File: config.mk
export PLATFORM = sky130hd
export DESIGN_NAME = tcw_ctrl
export DESIGN_NICKNAME = d
export VERILOG_FILES = /design/src/design/tcw_pkg.sv /design/src/design/tcw_ctrl.sv
export SDC_FILE = /design/constraint.sdc
export NUM_CORES = 1
export LEC_CHECK = 0
export BUFFER_PORTS_ARGS = -buffer_cell sky130_fd_sc_hd__buf_2
export CORE_UTILIZATION = 45
export DETAILED_ROUTE_END_ITERATION = 12
export GPL_TIMING_DRIVEN = 0
export HOLD_SLACK_MARGIN = 0.15
export PLACE_DENSITY = 0.83
export SLEW_MARGIN = 20
export SYNTH_ARGS = -nofsm -noshare
export SYNTH_HDL_FRONTEND = slang
export SYNTH_SLANG_ARGS = --single-unit
File: constraint.sdc
create_clock -name clk -period 1.9 [get_ports clk]
set_input_delay 0.38 -clock clk [delete_from_list [all_inputs] [get_ports clk]]
set_output_delay 0.38 -clock clk [all_outputs]
set_load 0.02 [all_outputs]
File: src/design/tcw_pkg.sv
// Shared types, codes and constants of the text console writer.
`timescale 1ns / 1ps

package tcw_pkg;

	// Default screen geometry
	localparam int TCW_COLUMNS = 80;
	localparam int TCW_ROWS    = 25;

	// Character and attribute constants
	localparam logic [7:0] NEWLINE_CODE = 8'h0A;
	localparam logic [7:0] SPACE_CODE   = 8'h20;
	localparam logic [7:0] RESET_COLOR  = 8'h0F;

	// Request codes
	localparam logic [1:0] REQ_PUT   = 2'd0;
	localparam logic [1:0] REQ_MOVE  = 2'd1;
	localparam logic [1:0] REQ_CLEAR = 2'd2;
	localparam logic [1:0] REQ_READ  = 2'd3;

	// Register file: one register, index taken from paddr above the byte offset
	localparam int         TCW_PADDR_W    = 3;
	localparam logic [0:0] REG_TEXT_COLOR = 1'b0;

	typedef struct packed {
		logic [1:0] req_type;
		logic [7:0] char_code;
		logic [7:0] target_row;
		logic [7:0] target_col;
	} tcw_req_t;

	typedef struct packed {
		logic [4:0]  loc_row;
		logic [6:0]  loc_col;
		logic [10:0] cursor_pos;
		logic        scrolled;
		logic [15:0] cell_value;
	} tcw_rsp_t;

	// Cursor update selected by the controller
	typedef enum logic [1:0] {
		CUR_HOLD    = 2'd0,
		CUR_ADVANCE = 2'd1,
		CUR_MOVE    = 2'd2,
		CUR_HOME    = 2'd3
	} tcw_cur_op_t;

	// Controller to datapath
	typedef struct packed {
		logic        capture;
		tcw_cur_op_t cur_op;
		logic        put_write;
		logic        fill_wr;
		logic        fill_reset_color;
		logic        idx_clr;
		logic        idx_inc;
		logic        copy_step;
		logic        rd_issue;
		logic        out_load;
		logic        out_scrolled;
		logic        out_cell;
	} tcw_cmd_t;

	// Datapath to controller
	typedef struct packed {
		logic overflow;
		logic sweep_last;
		logic copy_last;
		logic out_free;
	} tcw_status_t;

endpackage

File: src/design/tcw_ctrl.sv
// Controller state machine of the text console writer.
`timescale 1ns / 1ps

module tcw_ctrl import tcw_pkg::*; (
	input  logic        clk,
	input  logic        arst_n,
	input  logic        req_valid,
	input  logic [1:0]  req_type,
	output logic        req_ready,
	input  tcw_status_t status,
	output tcw_cmd_t    cmd
);

	typedef enum logic [10:0] {
		S_INIT     = 11'b000_0000_0001,
		S_IDLE     = 11'b000_0000_0010,
		S_PUT      = 11'b000_0000_0100,
		S_MOVE     = 11'b000_0000_1000,
		S_RD_ADDR  = 11'b000_0001_0000,
		S_RD_DATA  = 11'b000_0010_0000,
		S_CLEAR    = 11'b000_0100_0000,
		S_COPY     = 11'b000_1000_0000,
		S_BLANK    = 11'b001_0000_0000,
		S_DONE_CLR = 11'b010_0000_0000,
		S_DONE_SCR = 11'b100_0000_0000
	} tcw_state_t;

	tcw_state_t state_q;
	tcw_state_t state_nxt;

	// Next state and datapath commands
	always_comb begin
		state_nxt = state_q;
		cmd       = '0;
		cmd.cur_op = CUR_HOLD;
		req_ready = 1'b0;
		case (state_q)
			S_INIT: begin
				cmd.fill_wr          = 1'b1;
				cmd.fill_reset_color = 1'b1;
				cmd.idx_inc          = 1'b1;
				if (status.sweep_last) begin
					cmd.idx_clr = 1'b1;
					state_nxt   = S_IDLE;
				end
			end
			S_IDLE: begin
				req_ready = 1'b1;
				if (req_valid) begin
					cmd.capture = 1'b1;
					case (req_type)
						REQ_PUT:   state_nxt = S_PUT;
						REQ_MOVE:  state_nxt = S_MOVE;
						REQ_CLEAR: state_nxt = S_CLEAR;
						default:   state_nxt = S_RD_ADDR;
					endcase
				end
			end
			S_PUT: begin
				if (status.out_free) begin
					cmd.put_write = 1'b1;
					cmd.cur_op    = CUR_ADVANCE;
					if (status.overflow) begin
						cmd.idx_clr = 1'b1;
						state_nxt   = S_COPY;
					end else begin
						cmd.out_load = 1'b1;
						state_nxt    = S_IDLE;
					end
				end
			end
			S_MOVE: begin
				if (status.out_free) begin
					cmd.cur_op   = CUR_MOVE;
					cmd.out_load = 1'b1;
					state_nxt    = S_IDLE;
				end
			end
			S_RD_ADDR: begin
				cmd.rd_issue = 1'b1;
				state_nxt    = S_RD_DATA;
			end
			S_RD_DATA: begin
				if (status.out_free) begin
					cmd.out_load = 1'b1;
					cmd.out_cell = 1'b1;
					state_nxt    = S_IDLE;
				end
			end
			S_CLEAR: begin
				cmd.fill_wr = 1'b1;
				cmd.idx_inc = 1'b1;
				if (status.sweep_last) begin
					cmd.idx_clr = 1'b1;
					cmd.cur_op  = CUR_HOME;
					state_nxt   = S_DONE_CLR;
				end
			end
			S_COPY: begin
				cmd.copy_step = 1'b1;
				// hold the index on the last copy so the blank pass starts at the bottom row
				if (status.copy_last) begin
					state_nxt = S_BLANK;
				end else begin
					cmd.idx_inc = 1'b1;
				end
			end
			S_BLANK: begin
				cmd.fill_wr = 1'b1;
				cmd.idx_inc = 1'b1;
				if (status.sweep_last) begin
					cmd.idx_clr = 1'b1;
					state_nxt   = S_DONE_SCR;
				end
			end
			S_DONE_CLR: begin
				if (status.out_free) begin
					cmd.out_load = 1'b1;
					state_nxt    = S_IDLE;
				end
			end
			S_DONE_SCR: begin
				if (status.out_free) begin
					cmd.out_load     = 1'b1;
					cmd.out_scrolled = 1'b1;
					state_nxt        = S_IDLE;
				end
			end
			default: begin
				state_nxt = S_INIT;
			end
		endcase
	end

	// State register
	always_ff @(posedge clk or negedge arst_n) begin
		if (!arst_n) begin
			state_q <= S_INIT;
		end else begin
			state_q <= state_nxt;
		end
	end

endmodule

==> flow_summary.toml, run 1 <==
[placed_design]
hpwl_um = 1620
place_area_um2 = 1020
place.gp.congestion = 0.889
io_buffers = 22

[floorplanning]
rows = 14
die-width_um = 44.4
core_um2 = 1590
io-pin-count = 23
die-area_um2 = 1980
die_h_um = 44.4
start_util_pct = 50.9

[hold_path]
min_from = "req_type[0]"
hp-class = "in2reg"
hold_end = "state_q[6]"
holdPathStages = 2

[synth]
synth_nets = 104
synth-seq-cells = 11
synth_cells = 95
syn_avg_cell_area_um2 = 8.53
async_flop_share_pct = 100
synth_edf_count = 0
synth_ff_type = "dfrtp_1"
yosysSeqAreaShare_pct = 34.1
ys_types = 37
synth_warnings = 0
synthesis.area_um2 = 811

[global_route]
overflow = 0
grt_use_total_pct = 26.9
grt_pass1_wl_um = 3770
grt_pass1_vias = 800
grt_antenna_before_repair = 0
grt_max_degree = 12

[finish]
multiInputGateArea_um2 = 724
n_antenna_cell = 0
design_area_um2 = 1410
final_core_util_pct = 88.3
nNetsFinal = 144
largest_reg_flops = 11
drive_gt1_share_pct = 61.2
fillCellCount = 75
syn2layout_area_growth_pct = 73.6
regArea_um2 = 284
largestRegisters = "state_q x11"
top_register = "state_q"

[pwr]
leakagePower_nw = 0.612
peakVddDrop_mv = 1.12
power_density_nw_per_um2 = 1120
seqPwrFrac_pct = 21.2
p_total_mw = 1.58
p_int_mw = 0.903
p_comb_share_pct = 68.7
p_clk_share_pct = 10.2
p_sw_share_pct = 42.7
p_sw_mw = 0.673

[setup_path]
critPathLaunchType = "register"
critPathMaxFanout = 3
worstSetupPathType = "reg2out"
cp.arrival_ns = 1.96
cp_slowest_cell = "or3_4"
cp-end-kind = "output port"
timing.rr.start = "state_q[0]"
r2r_setup_slack_ns = -0.14
r2r_end = "state_q[8]"
required_ns = 1.52
worstRegToRegCells = 8
critPathMaxStageDelay_ns = 0.43
cp_cell_sequence = "or3_4 -> nor4b_4 -> buf_4 -> o2bb2ai_4 -> and2_4 -> buf_6"

[outcome]
status = "finished, violations left"
violations = "setup timing"

[cts]
cts_buffer_depth = 2
cts_buffers = 3
clk_pin_slew_worst_paths_ns = 0.07
cts_tree = "yes"
root_buffer = "clkbuf_4"
htree_levels = 1
clk_latency_ns = 0.27
cts_sinks = 11

[route]
via_count = 950
viasPerCell = 6.01
post_drt_wl_per_cell_um = 17.2
detail_route.first_pass.iterations = 4
drt_iter0_markers = 32
ant_nets = 0
drt-total-wl_um = 2720
drcViolationCount = 0

[timing]
rsz0062_at_grt = "yes"
setup_viol = 19
final.setup.worst_slack_ns = -0.437
finalMaxSlewViolations = 0
finalWorstPathRequiredPeriod_ns = 2.34
fmax_ghz = 0.428
tns_ns = -3.55
relSlewSlack_pct = 71.9
hold_viol = 0
fin_hold_ws_ns = 0.305
finClkSkew_ns = 0.000641
period_share_pct = 123
worst_pin_slew_ns = 0.416

[flow_run]
maxCapViolCount = 0
==> critical path: cells and delay by family (launching register included) <==
| kind | cells | cell delay [ns] |
|---|---|---|
| simple gates | 3 | 0.88 |
| buf+inv | 2 | 0.27 |
| compound gates | 1 | 0.10 |
| flops | 1 | 0.42 |
==> layer usage <==
metal  share of wire, %  vias up  wire length [um]  track usage, %
met2                 51       43              1390            42.6
met5                  0        -                 0               0
met1                 42      457              1130            34.9
met3                4.9        8               133            6.12
li1                   -      442                 -               -
met4                2.4        0                64            12.7
==> kinds of logic after synthesis <==
| group | Yosys count | share of synthesized area [%] |
|---|---|---|
| AO/OA/AOI/OAI | 24 | 22.4 |
| multiplexers | 2 | 2.78 |
| buffers and inverters | 7 | 4.63 |
| AND/OR/NAND/NOR | 49 | 34.0 |
| XOR/XNOR | 2 | 2.16 |
| flip-flops | 11 | 34.1 |
==> how the worst max path moves through the flow <==
| stage | startpoint | end | slack (ns) |
|---|---|---|---|
| after floorplan | state_q[5] | cmd[6] | -0.12 |
| after global routing | state_q[5] | cmd[2] | -0.51 |
| after global placement | state_q[10] | cmd[6] | -0.16 |
| final | state_q[5] | cmd[2] | -0.44 |
| after detailed placement | state_q[10] | state_q[8] | -0.18 |
| after CTS | state_q[5] | cmd[2] | -0.38 |
==> power by group through the flow <==
stage	sequential, mW	combinational, mW	clock (mW)
floorplan	0.298	0.512	0
global placement	0.304	0.638	0
detailed placement	0.306	0.659	0
CTS	0.331	0.813	0.161
global route	0.338	1.14	0.181
finish	0.334	1.08	0.160
==> cell usage in the layout (no fill, tap or decap), types with 2 or more instances in the layout <==
cell type	Yosys	layout
inv_1	2	2
mux2_1	2	2
and2_4	0	2
nor4_4	0	2
nor2b_1	2	2
dfrtp_1	10	4
dfrtp_2	0	6
nor3_2	0	2
nor4_1	4	2
xor2_1	2	2
nor2_1	10	6
or3_4	0	3
a21oi_1	2	2
nand2b_1	7	6
o21ai_2	0	2
buf_6	1	12
nand2_2	0	2
nor2_4	0	4
o21ai_0	8	5
buf_2	3	10
buf_4	0	16
nor3_4	0	4
nand4_1	3	3
a22o_1	3	2
clkbuf_4	0	3
==> Yosys cell counts (2+ instances only) <==
library cell / number / area, um2
dfrtp_1: 10 / 250
nor2_1: 10 / 37.5
o21ai_0: 8 / 40.0
nand2b_1: 7 / 43.8
nor3_1: 6 / 30.0
nand2_1: 4 / 15.0
nor4_1: 4 / 25.0
a22o_1: 3 / 26.3
buf_2: 3 / 15.0
nand4_1: 3 / 18.8
or3_1: 3 / 18.8
a21oi_1: 2 / 10.0
and2_1: 2 / 12.5
inv_1: 2 / 7.51
mux2_1: 2 / 22.5
nor2b_1: 2 / 12.5
nor4b_1: 2 / 17.5
o2bb2ai_1: 2 / 17.5
xor2_1: 2 / 17.5
==> final cells by class <==
type / instances / share of cell area, %
clock buffers: 4 / 1.87
multi-input cells: 77 / 51.5
flip-flops and latches: 11 / 20.2
inverters: 2 / 0.533
well taps: 24 / 2.13
repair buffers: 40 / 23.8
==> repair_timing <==
action	4_1_cts	5_1_grt
setup endpoints to repair	22	23
setup buffers	10	7
resized for setup	36	27
pin swaps	18	12
hold endpoints to repair	10	0
cloned	0	0
hold buffers	1	0
==> per-stage QoR <==
stage               worst slack [ns]  instances
floorplan                     -0.115         95
finish                        -0.437        158
global route                  -0.515        158
detailed placement            -0.184        141
global placement              -0.156        141
CTS                           -0.384        152
No activity file was read; power rests on OpenSTA's default activity.
==> run 2: changes to the inputs <==
==> constraint.sdc (replaced) <==
create_clock -name clk -period 1.9 [get_ports clk]
set_input_delay 0.19 -clock clk [delete_from_list [all_inputs] [get_ports clk]]
set_output_delay 0.19 -clock clk [all_outputs]
set_load 0.02 [all_outputs]
==> flow_summary.toml, run 2 (synthesis results as in run 1) <==
[outcome]
status = "finished, violations left"
violations = "setup timing"

[floorplanning]
rows = 14
io-pin-count = 23
core_um2 = 1590
start_util_pct = 50.9
die-area_um2 = 1980
die_h_um = 44.4
die-width_um = 44.4

[setup_path]
critPathLaunchType = "register"
worstSetupPathType = "reg2out"
cp.arrival_ns = 1.95
cp-end-kind = "output port"
critical_path.startpoint = "state_q[9]"
required_ns = 1.71
endpoint = "cmd[2]"
worstRegToRegCells = 5
r2r_setup_slack_ns = -0.22
timing.rr.start = "state_q[9]"
critPathMaxFanout = 7
r2r_end = "state_q[8]"

[route]
drt-total-wl_um = 2530
detail_route.first_pass.iterations = 4
drcViolationCount = 0
drt_iter0_markers = 36
viasPerCell = 5.96
post_drt_wl_per_cell_um = 16.8
via_count = 900
ant_nets = 0

[cts]
clk_latency_ns = 0.26
cts_sinks = 11
root_buffer = "clkbuf_4"
clk_pin_slew_worst_paths_ns = 0.07
cts_tree = "yes"
cts_buffers = 3
cts_buffer_depth = 2
htree_levels = 1

[timing]
fin_hold_ws_ns = 0.200
finClkSkew_ns = 0.00154
worst_pin_slew_ns = 0.411
rsz0062_at_grt = "yes"
setup_viol = 16
period_share_pct = 113
tns_ns = -2.03
fmax_ghz = 0.467
hold_viol = 0
finalWorstPathRequiredPeriod_ns = 2.14
finalMaxSlewViolations = 0
relSlewSlack_pct = 72.5
final.setup.worst_slack_ns = -0.240

[placed_design]
hpwl_um = 1560
post-place-ws_ns = -0.126
place.gp.congestion = 0.841
io_buffers = 22

[finish]
top_register = "state_q"
largestRegisters = "state_q x11"
fillCellCount = 107
n_antenna_cell = 0
nNetsFinal = 137
largest_reg_flops = 11
drive_gt1_share_pct = 54.3
layout_commonest_cell = "buf_2"
layout_common_cells = "19 x buf_2, 8 x buf_4, 7 x nand2b_1"
syn2layout_area_growth_pct = 54.5

[global_route]
grt_use_total_pct = 23.0
grt_antenna_before_repair = 0
grt_pass1_wl_um = 3380
grt_max_degree = 12
grt_pass1_vias = 784
overflow = 0

[pwr]
peakVddDrop_mv = 0.963
power_density_nw_per_um2 = 1130
leakagePower_nw = 0.557

[hold_path]
hp-class = "in2reg"

[flow_run]
maxCapViolCount = 0
==> run 2: per-layer routing <==
metal	share of wire (%)	GRT usage [%]
met5	0	0
met4	2.3	10.3
met3	7.1	2.86
met2	50	37.9
met1	41	30.2
==> run 2: stage by stage <==
step | total power, mW | utilization [%] | area [um2] | instances
global route | 1.49 | 78.6 | 1250 | 151
global placement | 0.880 | 61.5 | 981 | 141
finish | 1.42 | 78.6 | 1250 | 151
CTS | 1.13 | 69.1 | 1100 | 149
detailed placement | 0.897 | 61.5 | 981 | 141
floorplan | 0.745 | - | 841 | 95
==> run 2: how the worst min path moves through the flow <==
stage	startpoint	endpoint	slack (ns)	depth (start not counted)
final	status[3]	state_q[7]	0.20	2
after global routing	status[3]	state_q[7]	0.21	2
after CTS	req_type[1]	state_q[4]	0.19	3
after detailed placement	arst_n	state_q[5]	0.07	1
after global placement	arst_n	state_q[5]	0.06	1
after floorplan	arst_n	state_q[10]	-0.11	0
==> run 2: worst max-delay path, cell delays in order (launching register included) <==
cell,delay [ns]
dfrtp_2,0.45
or3_4,0.42
nor4b_4,0.27
buf_4,0.16
o2bb2ai_2,0.10
and2_1,0.16
buf_6,0.12
==> run 2: area by class of cell <==
cell class                 count  area (um2)  share of cell area, %
multi-input combinational     77         678                   54.1
sequential                    11         282                   22.5
timing repair buffer          31         219                   17.5
tap                           24        30.0                   2.40
clock buffer                   4        26.3                   2.10
buffer                         2        10.0                  0.799
inverter                       2        7.51                  0.599
==> run 2: what timing repair did <==
action / 4_1_cts / 5_1_grt
endpoints found under the setup margin: 16 / 20
pin swaps: 7 / 11
hold buffers: 2 / 0
resized for setup: 14 / 31
buffers inserted: 4 / 3
hold endpoints to repair: 12 / 0
==> run 2: power by group <==
group | total [mW] | leakage (nW) | switching, mW | internal [mW]
registers | 0.337 | 0.142 | 0.0636 | 0.274
logic | 0.928 | 0.400 | 0.499 | 0.429
clock network | 0.154 | 0.0150 | 0.0728 | 0.0811
total | 1.42 | 0.557 | 0.636 | 0.783
==> run 3: changes to the inputs <==
Settings changed: CORE_ASPECT_RATIO set to 0.75.
==> flow_summary.toml, run 3 (synthesis results as in run 1) <==
[setup_path]
cp-end-kind = "output port"
cp.arrival_ns = 1.94
critPathLaunchType = "register"
required_ns = 1.71
worstSetupPathType = "reg2out"
critPathMaxFanout = 8

[placed_design]
hpwl_um = 1690
place.gp.congestion = 0.909
post-place-ws_ns = -0.135
io_buffers = 22

[finish]
layout_commonest_cell = "buf_2"
nNetsFinal = 140
top_register = "state_q"
layout_common_cells = "19 x buf_2, 10 x buf_4, 8 x nor2_1"
largestRegisters = "state_q x11"
n_antenna_cell = 0
syn2layout_area_growth_pct = 48.5
largest_reg_flops = 11
drive_gt1_share_pct = 48.5

[route]
via_count = 934
drt_iter0_markers = 30
drt-total-wl_um = 2650
ant_nets = 0
viasPerCell = 6.19
drcViolationCount = 0
post_drt_wl_per_cell_um = 17.6
detail_route.first_pass.iterations = 4

[cts]
cts_buffers = 3
clk_latency_ns = 0.27
clk_pin_slew_worst_paths_ns = 0.07
root_buffer = "clkbuf_4"
cts_sinks = 11
cts_buffer_depth = 2
htree_levels = 1
cts_tree = "yes"

[floorplanning]
io-pin-count = 23
die_h_um = 38.8
die-area_um2 = 1980
die-width_um = 51.0
core_um2 = 1580
rows = 12
start_util_pct = 51.4

[pwr]
peakVddDrop_mv = 0.795
power_density_nw_per_um2 = 1030
leakagePower_nw = 0.551

[flow_run]
maxCapViolCount = 0

[timing]
hold_viol = 0
fin_hold_ws_ns = 0.167
rsz0062_at_grt = "yes"
final.setup.worst_slack_ns = -0.226
fmax_ghz = 0.470
setup_viol = 16
finalWorstPathRequiredPeriod_ns = 2.13
finalMaxSlewViolations = 0
finClkSkew_ns = 0.00524
period_share_pct = 112
relSlewSlack_pct = 69.7
worst_pin_slew_ns = 0.450

[global_route]
grt_antenna_before_repair = 0
grt_max_degree = 12
overflow = 0
grt_pass1_vias = 848
grt_pass1_wl_um = 4130
grt_use_total_pct = 29.9

[outcome]
status = "finished, violations left"
violations = "setup timing"

[hold_path]
hp-class = "in2reg"
-- run 3: cell count changes in the layout (fill, tap and decap cells not counted), moves of 2 or more --
cell	previous run	this run
nor2_2	3	1
o2bb2ai_2	2	0
nor4_4	2	0
buf_6	3	5
buf_4	8	10
o21ai_0	3	5
mux2_4	2	0
mux2_1	0	2
nor2_1	6	8
-- run 3: critical path, stage by stage (launching register included) --
cell       delay, ns
dfrtp_2         0.48
or3_4           0.37
nor4b_4         0.27
buf_4           0.17
o2bb2ai_4       0.11
and2_4          0.15
buf_6           0.10
-- run 3: through the flow --
step	setup TNS (ns)	utilization [%]	cells	power [mW]	area (um2)
after floorplan	-0.380	-	95	0.745	841
after global placement	-0.506	62.0	138	0.884	977
after detailed placement	-0.790	62.0	138	0.908	977
after CTS	-1.57	73.7	149	1.17	1160
after global routing	-2.67	76.3	151	1.30	1200
final	-1.65	76.3	151	1.24	1200
-- run 3: worst paths after layout --
| path | startpoint | to | slack, ns | depth (start not counted) |
|---|---|---|---|---|
| min | req_type[1] | state_q[4] | 0.17 | 3 |
| min in group asynchronous | arst_n | state_q[10] | 0.31 | 2 |
| max in group asynchronous | arst_n | state_q[0] | 1.32 | 2 |
| max | state_q[10] | cmd[2] | -0.23 | 6 |
| max reg2reg | state_q[5] | state_q[10] | -0.12 | 6 |
| min reg2reg | state_q[10] | state_q[10] | 0.67 | 1 |
-- run 3: layout make-up --
cell class | count | area, um2
fillers | 114 | 373
multi-input cells | 77 | 617
repair buffers | 34 | 236
clock buffers | 4 | 26.3
inverters | 2 | 7.51
plain buffers | 2 | 10.0
well taps | 21 | 26.3
flip-flops and latches | 11 | 280
-- run 3: timing repair --
item	CTS	global route
setup endpoints to repair	16	21
pin swaps	12	4
gates resized for setup	23	9
hold endpoints to repair	12	0
hold buffers	2	0
setup buffers	7	3
-- run 3: power by group --
part | internal [mW] | switching, mW
clock network | 0.0813 | 0.0798
registers | 0.273 | 0.0559
logic | 0.321 | 0.432
total | 0.675 | 0.568
-- run 3: routing by layer --
layer	global-route usage [%]	share of wire [%]	up-vias
li1	-	-	427
met5	0	0	-
met1	38.8	44	455
met3	5.88	5.6	8
met4	9.03	2.7	0
met2	50.7	48	44
